==> src/rtl/core/srrw_pkg.sv <==
// Shared widths, codes and types of the selective-repeat reorder window.
package srrw_pkg;

	localparam int REQ_TYPE_W = 2;
	localparam int PKT_SEQ_W  = 32;
	localparam int LEN_W      = 11;
	localparam int KIND_W     = 2;
	localparam int SLOT_W     = 4;
	localparam int WIN_CFG_W  = 5;

	localparam int DEF_MAX_WINDOW = 16;
	localparam int DEF_SEQ_BITS   = 32;

	localparam logic [WIN_CFG_W-1:0] WIN_RESET = 5'd16;

	// event kinds; anything else counts as corrupt
	localparam logic [REQ_TYPE_W-1:0] REQ_DATA = 2'd0;
	localparam logic [REQ_TYPE_W-1:0] REQ_END  = 2'd2;

	typedef enum logic [KIND_W-1:0] {
		KIND_ACK      = 2'd0,
		KIND_DELIVER  = 2'd1,
		KIND_FINISHED = 2'd2
	} kind_t;

	typedef struct packed {
		kind_t                kind;
		logic [PKT_SEQ_W-1:0] seq;
		logic [SLOT_W-1:0]    slot;
		logic [LEN_W-1:0]     len;
		logic                 last;
	} res_t;

	typedef struct packed {
		logic put;
		logic flush;
	} out_cmd_t;

	typedef struct packed {
		logic can_put;
		logic can_flush;
		logic hold_vld;
	} out_stat_t;

endpackage

==> src/rtl/core/srrw_req_if.sv <==
// Header event channel: valid/ready plus the event fields.
interface srrw_req_if;
	import srrw_pkg::*;

	logic                  valid;
	logic                  ready;
	logic [REQ_TYPE_W-1:0] req_type;
	logic [PKT_SEQ_W-1:0]  packet_seq;
	logic [LEN_W-1:0]      payload_length;

	modport source (output valid, req_type, packet_seq, payload_length, input ready);
	modport sink   (input valid, req_type, packet_seq, payload_length, output ready);
endinterface

==> src/rtl/core/srrw_res_if.sv <==
// Result channel: valid/ready plus the result fields.
interface srrw_res_if;
	import srrw_pkg::*;

	logic                 valid;
	logic                 ready;
	logic [KIND_W-1:0]    result_kind;
	logic [PKT_SEQ_W-1:0] result_seq;
	logic [SLOT_W-1:0]    result_slot;
	logic [LEN_W-1:0]     result_length;
	logic                 last;

	modport source (output valid, result_kind, result_seq, result_slot, result_length, last,
		input ready);
	modport sink   (input valid, result_kind, result_seq, result_slot, result_length, last,
		output ready);
endinterface

==> src/rtl/core/srrw_slot_mem.sv <==
// Slot store: one write port, one registered read port.
module srrw_slot_mem #(
	parameter int DEPTH  = 16,
	parameter int ADDR_W = 4,
	parameter int DATA_W = 43
) (
	input  logic              clk,
	input  logic              we,
	input  logic [ADDR_W-1:0] waddr,
	input  logic [DATA_W-1:0] wdata,
	input  logic [ADDR_W-1:0] raddr,
	output logic [DATA_W-1:0] rdata
);

	logic [DATA_W-1:0] mem [DEPTH];

	always_ff @(posedge clk) begin
		if (we) begin
			mem[waddr] <= wdata;
		end
		rdata <= mem[raddr];
	end

endmodule

==> src/rtl/core/srrw_out_stage.sv <==
// Result hold register and output register; sets last once the item is done.
module srrw_out_stage (
	input  logic                clk,
	input  logic                arst_n,
	input  srrw_pkg::out_cmd_t  cmd,
	input  srrw_pkg::res_t      cand,
	output srrw_pkg::out_stat_t stat,
	srrw_res_if.source          res
);
	import srrw_pkg::*;

	logic out_vld_q;
	logic hold_vld_q;
	res_t out_q;
	res_t hold_q;
	logic o_free;
	logic do_put;
	logic do_flush;

	assign o_free         = !out_vld_q || res.ready;
	assign stat.can_put   = !hold_vld_q || o_free;
	assign stat.can_flush = o_free;
	assign stat.hold_vld  = hold_vld_q;

	assign do_put   = cmd.put && stat.can_put;
	assign do_flush = cmd.flush && o_free && hold_vld_q;

	always_ff @(posedge clk or negedge arst_n) begin
		if (!arst_n) begin
			out_vld_q  <= 1'b0;
			hold_vld_q <= 1'b0;
		end else if (do_flush) begin
			out_vld_q  <= 1'b1;
			hold_vld_q <= 1'b0;
		end else if (do_put) begin
			hold_vld_q <= 1'b1;
			if (hold_vld_q) begin
				out_vld_q <= 1'b1;
			end else if (res.ready) begin
				out_vld_q <= 1'b0;
			end
		end else if (res.ready) begin
			out_vld_q <= 1'b0;
		end
	end

	// a held result goes out only once its successor (or the end) is known
	always_ff @(posedge clk) begin
		if (do_flush) begin
			out_q <= '{kind: hold_q.kind, seq: hold_q.seq, slot: hold_q.slot,
				len: hold_q.len, last: 1'b1};
		end else if (do_put) begin
			if (hold_vld_q) begin
				out_q <= '{kind: hold_q.kind, seq: hold_q.seq, slot: hold_q.slot,
					len: hold_q.len, last: 1'b0};
			end
			hold_q <= cand;
		end
	end

	assign res.valid         = out_vld_q;
	assign res.result_kind   = out_q.kind;
	assign res.result_seq    = out_q.seq;
	assign res.result_slot   = out_q.slot;
	assign res.result_length = out_q.len;
	assign res.last          = out_q.last;

	a_flush_has_hold: assert property (@(posedge clk) disable iff (!arst_n)
		cmd.flush |-> hold_vld_q)
		else $error("flush requested with no held result");

	a_put_moves_hold: assert property (@(posedge clk) disable iff (!arst_n)
		(do_put && hold_vld_q) |=> (out_vld_q && !out_q.last))
		else $error("held result not moved out as non-final");

endmodule

==> src/rtl/core/srrw_seq.sv <==
// Sequencer: slot scans through one shared sequence comparator.
module srrw_seq #(
	parameter int MAX_WINDOW = 16,
	parameter int SEQ_BITS   = 32,
	parameter int IDX_W      = 4,
	parameter int CNT_W      = 5
) (
	input  logic                                 clk,
	input  logic                                 arst_n,
	input  logic [CNT_W-1:0]                     eff_w,
	srrw_req_if.sink                             req,
	output logic                                 mem_we,
	output logic [IDX_W-1:0]                     mem_waddr,
	output logic [SEQ_BITS+srrw_pkg::LEN_W-1:0]  mem_wdata,
	output logic [IDX_W-1:0]                     mem_raddr,
	input  logic [SEQ_BITS+srrw_pkg::LEN_W-1:0]  mem_rdata,
	output srrw_pkg::out_cmd_t                   cmd,
	output srrw_pkg::res_t                       cand,
	input  srrw_pkg::out_stat_t                  stat
);
	import srrw_pkg::*;

	typedef enum logic [5:0] {
		ST_IDLE  = 6'b000001,
		ST_DUP   = 6'b000010,
		ST_STORE = 6'b000100,
		ST_REL   = 6'b001000,
		ST_PUT   = 6'b010000,
		ST_FLUSH = 6'b100000
	} state_t;

	state_t                  state_q;
	state_t                  ret_q;
	logic [MAX_WINDOW-1:0]   valid_q;
	logic [SEQ_BITS-1:0]     exp_q;
	logic [SEQ_BITS-1:0]     pkt_seq_q;
	logic [LEN_W-1:0]        pkt_len_q;
	logic                    end_q;
	logic [CNT_W-1:0]        scan_q;
	logic [IDX_W-1:0]        idx_s1;
	logic                    vld_s1;
	logic [IDX_W-1:0]        free_q;
	logic                    free_fnd_q;
	res_t                    cand_q;

	logic [SEQ_BITS-1:0] in_seq;
	logic [SEQ_BITS-1:0] seq_gap;
	logic                in_win;
	logic                scanning;
	logic [SEQ_BITS-1:0] key;
	logic [SEQ_BITS-1:0] rd_seq;
	logic [LEN_W-1:0]    rd_len;
	logic                hit_s1;
	logic                scan_more;
	logic                scan_issue;
	logic                scan_done;
	logic [IDX_W-1:0]    scan_idx;
	logic                take_free;

	assign in_seq   = req.packet_seq[SEQ_BITS-1:0];
	assign seq_gap  = in_seq - exp_q;
	assign in_win   = seq_gap < SEQ_BITS'(eff_w);

	assign scanning  = (state_q == ST_DUP) || (state_q == ST_REL);
	assign key       = (state_q == ST_DUP) ? pkt_seq_q : exp_q;
	assign rd_seq    = mem_rdata[SEQ_BITS-1:0];
	assign rd_len    = mem_rdata[SEQ_BITS +: LEN_W];
	// the shared comparator
	assign hit_s1    = vld_s1 && valid_q[idx_s1] && (rd_seq == key);
	assign scan_more = scan_q < eff_w;
	assign scan_issue = scanning && !hit_s1 && scan_more;
	assign scan_done  = scanning && !vld_s1 && !scan_more;
	assign scan_idx   = scan_q[IDX_W-1:0];
	assign take_free  = (state_q == ST_DUP) && scan_issue && !valid_q[scan_idx] && !free_fnd_q;

	assign mem_raddr = scan_idx;
	assign mem_we    = (state_q == ST_STORE);
	assign mem_waddr = free_q;
	assign mem_wdata = {pkt_len_q, pkt_seq_q};

	assign req.ready = (state_q == ST_IDLE);
	assign cmd.put   = (state_q == ST_PUT);
	assign cmd.flush = (state_q == ST_FLUSH);
	assign cand      = cand_q;

	always_ff @(posedge clk or negedge arst_n) begin
		if (!arst_n) begin
			state_q    <= ST_IDLE;
			ret_q      <= ST_IDLE;
			valid_q    <= '0;
			exp_q      <= '0;
			end_q      <= 1'b0;
			scan_q     <= '0;
			vld_s1     <= 1'b0;
			free_fnd_q <= 1'b0;
		end else begin
			vld_s1 <= scan_issue;
			if (scan_issue) begin
				scan_q <= scan_q + CNT_W'(1);
			end
			if (take_free) begin
				free_fnd_q <= 1'b1;
			end
			case (state_q)
				ST_IDLE: begin
					if (req.valid) begin
						scan_q     <= '0;
						free_fnd_q <= 1'b0;
						end_q      <= (req.req_type == REQ_END);
						if (req.req_type == REQ_END) begin
							state_q <= ST_REL;
						end else if ((req.req_type == REQ_DATA) && in_win) begin
							state_q <= ST_DUP;
						end
					end
				end
				ST_DUP: begin
					if (hit_s1) begin
						ret_q   <= ST_FLUSH;
						state_q <= ST_PUT;
					end else if (scan_done) begin
						state_q <= free_fnd_q ? ST_STORE : ST_IDLE;
					end
				end
				ST_STORE: begin
					valid_q[free_q] <= 1'b1;
					ret_q           <= ST_REL;
					state_q         <= ST_PUT;
				end
				ST_REL: begin
					if (hit_s1) begin
						valid_q[idx_s1] <= 1'b0;
						exp_q           <= exp_q + SEQ_BITS'(1);
						ret_q           <= ST_REL;
						state_q         <= ST_PUT;
					end else if (scan_done) begin
						if (end_q) begin
							valid_q <= '0;
							exp_q   <= '0;
							ret_q   <= ST_FLUSH;
							state_q <= ST_PUT;
						end else begin
							state_q <= ST_FLUSH;
						end
					end
				end
				ST_PUT: begin
					if (stat.can_put) begin
						scan_q  <= '0;
						state_q <= ret_q;
					end
				end
				ST_FLUSH: begin
					if (stat.can_flush) begin
						state_q <= ST_IDLE;
					end
				end
				default: begin
					state_q <= ST_IDLE;
				end
			endcase
		end
	end

	always_ff @(posedge clk) begin
		idx_s1 <= scan_idx;
		if (take_free) begin
			free_q <= scan_idx;
		end
		if ((state_q == ST_IDLE) && req.valid) begin
			pkt_seq_q <= in_seq;
			pkt_len_q <= req.payload_length;
		end
		case (state_q)
			ST_DUP: begin
				if (hit_s1) begin
					cand_q <= '{kind: KIND_ACK, seq: PKT_SEQ_W'(pkt_seq_q),
						slot: SLOT_W'(idx_s1), len: '0, last: 1'b0};
				end
			end
			ST_STORE: begin
				cand_q <= '{kind: KIND_ACK, seq: PKT_SEQ_W'(pkt_seq_q),
					slot: SLOT_W'(free_q), len: '0, last: 1'b0};
			end
			ST_REL: begin
				if (hit_s1) begin
					cand_q <= '{kind: KIND_DELIVER, seq: PKT_SEQ_W'(rd_seq),
						slot: SLOT_W'(idx_s1), len: rd_len, last: 1'b0};
				end else if (scan_done) begin
					cand_q <= '{kind: KIND_FINISHED, seq: PKT_SEQ_W'(exp_q),
						slot: '0, len: '0, last: 1'b0};
				end
			end
			default: begin
			end
		endcase
	end

	a_store_free: assert property (@(posedge clk) disable iff (!arst_n)
		(state_q == ST_STORE) |-> !valid_q[free_q])
		else $error("store into a held slot");

	a_exp_step: assert property (@(posedge clk) disable iff (!arst_n)
		((state_q == ST_REL) && hit_s1) |=> (exp_q == $past(exp_q) + SEQ_BITS'(1)))
		else $error("expected sequence did not advance on delivery");

	a_idle_empty: assert property (@(posedge clk) disable iff (!arst_n)
		(state_q == ST_IDLE) |-> !stat.hold_vld)
		else $error("result left in hold register at idle");

	a_scan_bound: assert property (@(posedge clk) disable iff (!arst_n)
		vld_s1 |-> (CNT_W'(idx_s1) < eff_w))
		else $error("slot compared outside the window");

endmodule

==> src/rtl/core/selective_repeat_reorder_window_core.sv <==
// Selective-repeat reorder window: top level with the window register.
//
// Takes one packet header event per transfer on req and answers on res with
// acknowledges, in-order deliveries and a finished marker; last flags the
// final result of each event. An event is taken only while the sequencer is
// idle. A corrupt event, or a data event outside [expected, expected + W),
// gives nothing. Otherwise every slot search is a walk of the slot memory's
// single read port, one slot per cycle through the one sequence comparator.
// A stored packet goes through the duplicate search, the store plus its
// acknowledge, a search and hand-off for each in-order delivery, the closing
// search and the final hand-off; an end event skips the duplicate search and
// the store. W is the effective window (the window register, 0 read as 1,
// capped at MAX_WINDOW). Slot occupancy lives in flip-flops, so no clearing
// pass runs after reset. Results queue in a hold register and an output
// register, so a stalled sink only stops the sequencer when both are full.
// The window register is written through cfg_we/cfg_wdata and must only
// change while idle.
module selective_repeat_reorder_window_core #(
	parameter int MAX_WINDOW = srrw_pkg::DEF_MAX_WINDOW,
	parameter int SEQ_BITS   = srrw_pkg::DEF_SEQ_BITS
) (
	input  logic                           clk,
	input  logic                           arst_n,
	input  logic                           cfg_we,
	input  logic [srrw_pkg::WIN_CFG_W-1:0] cfg_wdata,
	srrw_req_if.sink                       req,
	srrw_res_if.source                     res
);
	import srrw_pkg::*;

	// slot index and a counter that can also hold the window itself
	localparam int IDX_W  = (MAX_WINDOW > 1) ? $clog2(MAX_WINDOW) : 1;
	localparam int CNT_W  = $clog2(MAX_WINDOW + 1);
	localparam int DATA_W = SEQ_BITS + LEN_W;

	logic [WIN_CFG_W-1:0] win_cfg_q;
	logic [CNT_W-1:0]     eff_w;

	logic              mem_we;
	logic [IDX_W-1:0]  mem_waddr;
	logic [DATA_W-1:0] mem_wdata;
	logic [IDX_W-1:0]  mem_raddr;
	logic [DATA_W-1:0] mem_rdata;

	out_cmd_t  cmd;
	out_stat_t stat;
	res_t      cand;

	always_ff @(posedge clk or negedge arst_n) begin
		if (!arst_n) begin
			win_cfg_q <= WIN_RESET;
		end else if (cfg_we) begin
			win_cfg_q <= cfg_wdata;
		end
	end

	// effective window: zero reads as one, clamp to the slot count
	always_comb begin
		if (win_cfg_q == '0) begin
			eff_w = CNT_W'(1);
		end else if (int'(win_cfg_q) > MAX_WINDOW) begin
			eff_w = CNT_W'(MAX_WINDOW);
		end else begin
			eff_w = CNT_W'(win_cfg_q);
		end
	end

	srrw_seq #(
		.MAX_WINDOW (MAX_WINDOW),
		.SEQ_BITS   (SEQ_BITS),
		.IDX_W      (IDX_W),
		.CNT_W      (CNT_W)
	) u_seq (
		.clk       (clk),
		.arst_n    (arst_n),
		.eff_w     (eff_w),
		.req       (req),
		.mem_we    (mem_we),
		.mem_waddr (mem_waddr),
		.mem_wdata (mem_wdata),
		.mem_raddr (mem_raddr),
		.mem_rdata (mem_rdata),
		.cmd       (cmd),
		.cand      (cand),
		.stat      (stat)
	);

	// sequence and length of each slot; occupancy is kept in the sequencer
	srrw_slot_mem #(
		.DEPTH  (MAX_WINDOW),
		.ADDR_W (IDX_W),
		.DATA_W (DATA_W)
	) u_slot_mem (
		.clk   (clk),
		.we    (mem_we),
		.waddr (mem_waddr),
		.wdata (mem_wdata),
		.raddr (mem_raddr),
		.rdata (mem_rdata)
	);

	srrw_out_stage u_out_stage (
		.clk    (clk),
		.arst_n (arst_n),
		.cmd    (cmd),
		.cand   (cand),
		.stat   (stat),
		.res    (res)
	);

endmodule
==> src/flat_wrapper.sv <==
// flat-port wrapper written by rule: the top's interface ports become plain ports
module selective_repeat_reorder_window_core_flat import srrw_pkg::*;
#(
	parameter int MAX_WINDOW = srrw_pkg::DEF_MAX_WINDOW,
	parameter int SEQ_BITS   = srrw_pkg::DEF_SEQ_BITS
)
  (clk, arst_n, cfg_we, cfg_wdata, req_valid, req_req_type, req_packet_seq, req_payload_length, req_ready, res_valid, res_result_kind, res_result_seq, res_result_slot, res_result_length, res_last, res_ready);
  srrw_req_if req_i ();
  srrw_res_if res_i ();
  input  logic clk;
  input  logic arst_n;
  input  logic cfg_we;
  input  logic [srrw_pkg::WIN_CFG_W-1:0] cfg_wdata;
  input wire logic [$bits(req_i.valid)-1:0] req_valid;
  input wire logic [$bits(req_i.req_type)-1:0] req_req_type;
  input wire logic [$bits(req_i.packet_seq)-1:0] req_packet_seq;
  input wire logic [$bits(req_i.payload_length)-1:0] req_payload_length;
  output wire logic [$bits(req_i.ready)-1:0] req_ready;
  output wire logic [$bits(res_i.valid)-1:0] res_valid;
  output wire logic [$bits(res_i.result_kind)-1:0] res_result_kind;
  output wire logic [$bits(res_i.result_seq)-1:0] res_result_seq;
  output wire logic [$bits(res_i.result_slot)-1:0] res_result_slot;
  output wire logic [$bits(res_i.result_length)-1:0] res_result_length;
  output wire logic [$bits(res_i.last)-1:0] res_last;
  input wire logic [$bits(res_i.ready)-1:0] res_ready;
  assign req_i.valid = req_valid;
  assign req_i.req_type = req_req_type;
  assign req_i.packet_seq = req_packet_seq;
  assign req_i.payload_length = req_payload_length;
  assign req_ready = req_i.ready;
  assign res_valid = res_i.valid;
  assign res_result_kind = res_i.result_kind;
  assign res_result_seq = res_i.result_seq;
  assign res_result_slot = res_i.result_slot;
  assign res_result_length = res_i.result_length;
  assign res_last = res_i.last;
  assign res_i.ready = res_ready;
  selective_repeat_reorder_window_core #(.MAX_WINDOW(MAX_WINDOW), .SEQ_BITS(SEQ_BITS)) u_core (.clk(clk), .arst_n(arst_n), .cfg_we(cfg_we), .cfg_wdata(cfg_wdata), .req(req_i), .res(res_i));
endmodule
==> config.mk <==
export PLATFORM = sky130hd
export DESIGN_NAME = selective_repeat_reorder_window_core_flat
export DESIGN_NICKNAME = d
export VERILOG_FILES = /design/src/rtl/core/srrw_pkg.sv /design/src/rtl/core/srrw_req_if.sv /design/src/rtl/core/srrw_res_if.sv /design/src/rtl/core/srrw_slot_mem.sv /design/src/rtl/core/srrw_out_stage.sv /design/src/rtl/core/srrw_seq.sv /design/src/rtl/core/selective_repeat_reorder_window_core.sv /design/src/flat_wrapper.sv
export SDC_FILE = /design/constraint.sdc
export NUM_CORES = 1
export LEC_CHECK = 0
export BUFFER_PORTS_ARGS = -buffer_cell sky130_fd_sc_hd__buf_4
export CAP_MARGIN = 10
export CORE_MARGIN = 5
export CORE_UTILIZATION = 47
export DETAILED_ROUTE_END_ITERATION = 7
export GPL_TIMING_DRIVEN = 0
export PLACE_DENSITY = 0.76
export RECOVER_POWER = 50
export SLEW_MARGIN = 20
export SYNTH_ARGS = -nofsm -noshare
export SYNTH_HDL_FRONTEND = slang
export SYNTH_SLANG_ARGS = --single-unit
==> constraint.sdc <==
create_clock -name clk -period 6 [get_ports clk]
set_input_delay 0.3 -clock clk [delete_from_list [all_inputs] [get_ports clk]]
set_output_delay 0.3 -clock clk [all_outputs]
set_load 0.01 [all_outputs]
==> summary.md <==
| Metric | Value |
|---|---|
| Status | complete, but fails checks |
| Failing checks | max-capacitance violations, max-slew violations |
| Vias per Instance | 6.36 |
| Hold WS | between 0.02 and 0.03 ns |
| Synthesized Nets | approximately 2,500 |
| CP Cell Sequence | nor4_2 > clkbuf_1 > a21oi_1 > nor3_1 > o22ai_1 > nor4_1 > nand4_2 > nor2_1 > clkbuf_1 > o21a_2 > buf_12 |
| Setup crit start kind | register |
| Crit path buf inv count | 3 |
| Port bufs | approximately 110 |
| Die height | about 310 um |
| CP peak stage delay | 0.66 ns |
| FF+latch count, synth | between 1,000 and 1,500 |
| Syn-to-layout area delta | 16.5% |
| Vias in the first global route | ~25,000 |
| FF-to-FF setup slack | 0.28 ns |
| Clock-pin slew on the worst setup and hold paths | ~0.060 ns |
| CTS buffer count | 97 |
| First-pass GRT wire length | 170,000 um |
| Max Fclk | between 150 and 200 MHz |
| Post-DP HPWL | slightly below 80,000 um |
| Worst VDD drop | roughly 0.22 mV |
| Nets | between 2,000 and 3,000 |
| Clock Skews | a little under 0.05 ns |
| Crit-path most repeated cell | clkbuf_1 |
| Slowest-stage cell, CP | nor4_1 |
| Initial antenna violation count | 2 |
| Pwr/cell area | ~350 mW/mm^2 |
| # hold bufs at CTS | 50 |
| P_leak | roughly 16 nW |
| RR Endpoint | u_core.u_seq.cand[34]$_DFFE_PP_ |
| Initial Utilization | 47.4% |
| Post-synth top flop | edfxtp_1 |
| Max Buffers Root-to-Sink | 3 |
| Tightest Pin Transition | roughly 3.3 ns |
| Reg2reg path depth | 11 |
| H-tree Lvls | 3 |
| CP top delay family | simple AND/OR/NAND/NOR gates |
| Syn_area_per_cell | ~17 um^2 |
| HP Class | in2reg |
| Min-delay src | cfg_we |
| EDFF count, synth | a little under 900 |
| Crit-path max FO | 33 |
| # diodes | 0 |
| Post_cts resized | 0 |
| Full die area | about 0.093 mm^2 |
| IO Pins | about 110 |
| Synth top area share | between 60 and 70% |
| Reg2reg start | u_core.u_seq.state_q[5]$_DFFE_PN0P_ |
| Hold Vio Cnt, Final | 0 |
| Worst path arrival time | a little over 6 ns |
| Pin count of the biggest net entering global routing | 73 |
| Yosys cell types | 74 |
| Std-Cell Rows | between 100 and 150 |
| Final wirelength | 117,000 um |
| Worst skew pair latency | between 0.6 and 0.7 ns |
| DR iter-0 viols | approximately 3,300 |
| Residual DRC count | 0 |
| Cell Area, Synth | 0.0411 mm^2 |
| RSZ-0062 raised after global routing | false |
| Leading area contributor after synthesis | edfxtp_1 |
| Dpl cells | around 3,700 |
| Setup crit end kind | register |
| CTS Root Cell | clkbuf_16 |
| Routability cong. | 0.939 |
| Core ar. | between 0.08 and 0.09 mm^2 |
| CTS tree | yes |
| Min Tclk post-route | 5.72 ns |
| Slew headroom | -120% |
| DR WL/cell | ~29 um |
| Post-CTS Setup Bufs | 0 |
| Routed Antenna Nets | 0 |
| Worst EP required | 6.32 ns |
| Critical path type | reg2reg |
| Layout cell share with drive strength beyond 1 | a little under a fifth |
| Final setup fails | 0 |
| Max-cap viol count | 7 |
| Chip Width | a little over 300 um |
| Grt total ovfl | 0 |
| Fillers | roughly 6,600 |
| First-pass DRT Iterations | 8 |
| TritonCTS Sinks | 1,002 |
| GR Util All Layers | 24.6% |
| Area contributors post-synth | edfxtp_1 (64%), mux4_2 (12%), dfrtp_1 (4.2%), dfxtp_1 (2.3%), ha_1 (1.2%) |
| Hold Path Depth | 3 |
| Finished Layout Cells | approximately 4,000 |
| Final Max Slew Viols | 150 |
| Async S/R FF share, synth | 7.19% |
| Vias | approximately 25,000 |
| Fin crit share | 95.3% |
| Crit. path cell count | 11 |
| Register area share after synthesis | just over 70% |
| Syn Inst Count | approximately 2,400 |
| Hold Path End | u_core.win_cfg_q[4]$_DFFE_PN1P_ |
| Yosys synthesis warning count | 0 |
==> routing by layer <==
layer | global-route usage, % | wire, um | up-vias
met3 | 5.05 | 11800 | 338
met4 | 10.4 | 5810 | 2
li1 | - | - | 10300
met5 | 0 | 17 | -
met2 | 40.7 | 56700 | 1810
met1 | 32.3 | 42500 | 12800
==> cell families after synthesis <==
family | count (synthesis) | synth area share (%)
fa+ha+maj | 42 | 1.30
compound gates | 379 | 5.95
flops | 1002 | 71.2
simple gates | 543 | 6.73
buf+inv | 175 | 1.66
mux | 240 | 12.7
xor+xnor | 22 | 0.469
==> worst register-to-register path, cell delays in order, from the launching register on <==
cell	delay [ns]
dfrtp_1	0.48
nor4_2	0.62
clkbuf_1	0.55
a21oi_1	0.22
nor3_1	0.26
o22ai_1	0.15
nor4_1	0.66
nand4_2	0.49
nor2_1	0.56
clkbuf_1	0.55
o21a_2	0.55
buf_12	0.27
==> registers in the layout (all words and copies together) (netlist names), 2 cells and up <==
register and cells:
u_core.u_seq.idx_s1 4, u_core.u_out_stage.res.result_seq 32, u_core.u_seq.pkt_len_q 11, u_core.u_out_stage.hold_q 49, u_core.u_seq.mem_waddr 4, u_core.u_slot_mem.rdata 43, u_core.u_seq.ret_q 3, u_core.u_seq.cand 49
u_core.u_out_stage.res.result_kind 2, u_core.win_cfg_q 5, u_core.u_seq.state_q 6, u_core.u_seq.exp_q 32, u_core.u_seq.scan_q 5, u_core.u_seq.valid_q 16, u_core.u_out_stage.res.result_length 11, u_core.u_out_stage.res.result_slot 4
u_core.u_slot_mem.mem 688, u_core.u_seq.pkt_seq_q 32
==> placed cells by master (no fill, tap or decap), types with 50 or more instances in the layout <==
cell	n
mux4_2	224
o21ai_0	86
inv_1	54
clkbuf_1	202
a21oi_1	102
clkbuf_16	97
edfxtp_1	882
dfrtp_1	69
and2_1	56
dlygate4sd3_1	50
nand3_1	59
nand2_1	106
nor2_1	121
==> worst max-delay path by stage <==
stage / from / endpoint / slack (ns)
2_1_floorplan: u_core.u_seq.state_q[1]$_DFFE_PN0P_ / u_core.u_slot_mem.mem[12][0]$_DFFE_PP_ / 0.37
3_3_place_gp: u_core.u_seq.state_q[1]$_DFFE_PN0P_ / u_core.u_slot_mem.mem[12][20]$_DFFE_PP_ / -4.80
3_5_place_dp: u_core.u_seq.state_q[5]$_DFFE_PN0P_ / u_core.u_seq.cand[36]$_DFFE_PP_ / 0.59
4_1_cts: u_core.u_seq.state_q[5]$_DFFE_PN0P_ / u_core.u_seq.cand[34]$_DFFE_PP_ / 0.53
5_1_grt: u_core.u_seq.state_q[5]$_DFFE_PN0P_ / u_core.u_seq.cand[34]$_DFFE_PP_ / 0.33
6_report: u_core.u_seq.state_q[5]$_DFFE_PN0P_ / u_core.u_seq.cand[34]$_DFFE_PP_ / 0.28
==> power breakdown <==
| part | switching (mW) | internal, mW |
|---|---|---|
| Clock | 2.69 | 3.62 |
| Combinational | 1.04 | 0.786 |
| Sequential | 0.533 | 8.12 |
==> through the flow <==
stage | power, mW | area, um^2 | utilization (%) | setup TNS [ns] | setup slack [ns]
2_1_floorplan | 9.73 | 41100 | - | 0 | 0.369
3_3_place_gp | 10.5 | 43300 | 49.9 | -689.73 | -4.80
3_5_place_dp | 10.6 | 44500 | 51.3 | 0 | 0.595
4_1_cts | 16.9 | 48300 | 55.6 | 0 | 0.534
6_report | 16.8 | 47900 | 55.2 | 0 | 0.285
5_1_grt | 17.3 | 47900 | 55.2 | 0 | 0.334
==> cell type report <==
class	instances	area, um^2	share of cell area (%)
repair buffers	222	1920	4.01
flip-flops and latches	1002	29300	61.1
plain buffers	121	505	1.06
inverters	54	203	0.424
well taps	1155	1450	3.02
multi-input cells	1226	11200	23.5
clock inverters	56	733	1.53
clock buffers	125	2570	5.38
==> cells in the mapped netlist (all sizes together), types with 10 or more instances <==
cell type and number:
nor4 18, nand3 59, o211ai 25, nand2 106, nor3 49, dfxtp 48
clkbuf 93, buf 28, mux4 224, mux2 10, a21o 25, and3 29
nand4 24, o21a 23, nor2 128, o31ai 13, inv 54, o22a 17
and2 57, ha 41, edfxtp 882, dfrtp 69, nand2b 18, xnor2 18
or3 14, o21ai 98, a21oi 102
Note: power is estimated with default switching activity, not from simulation.
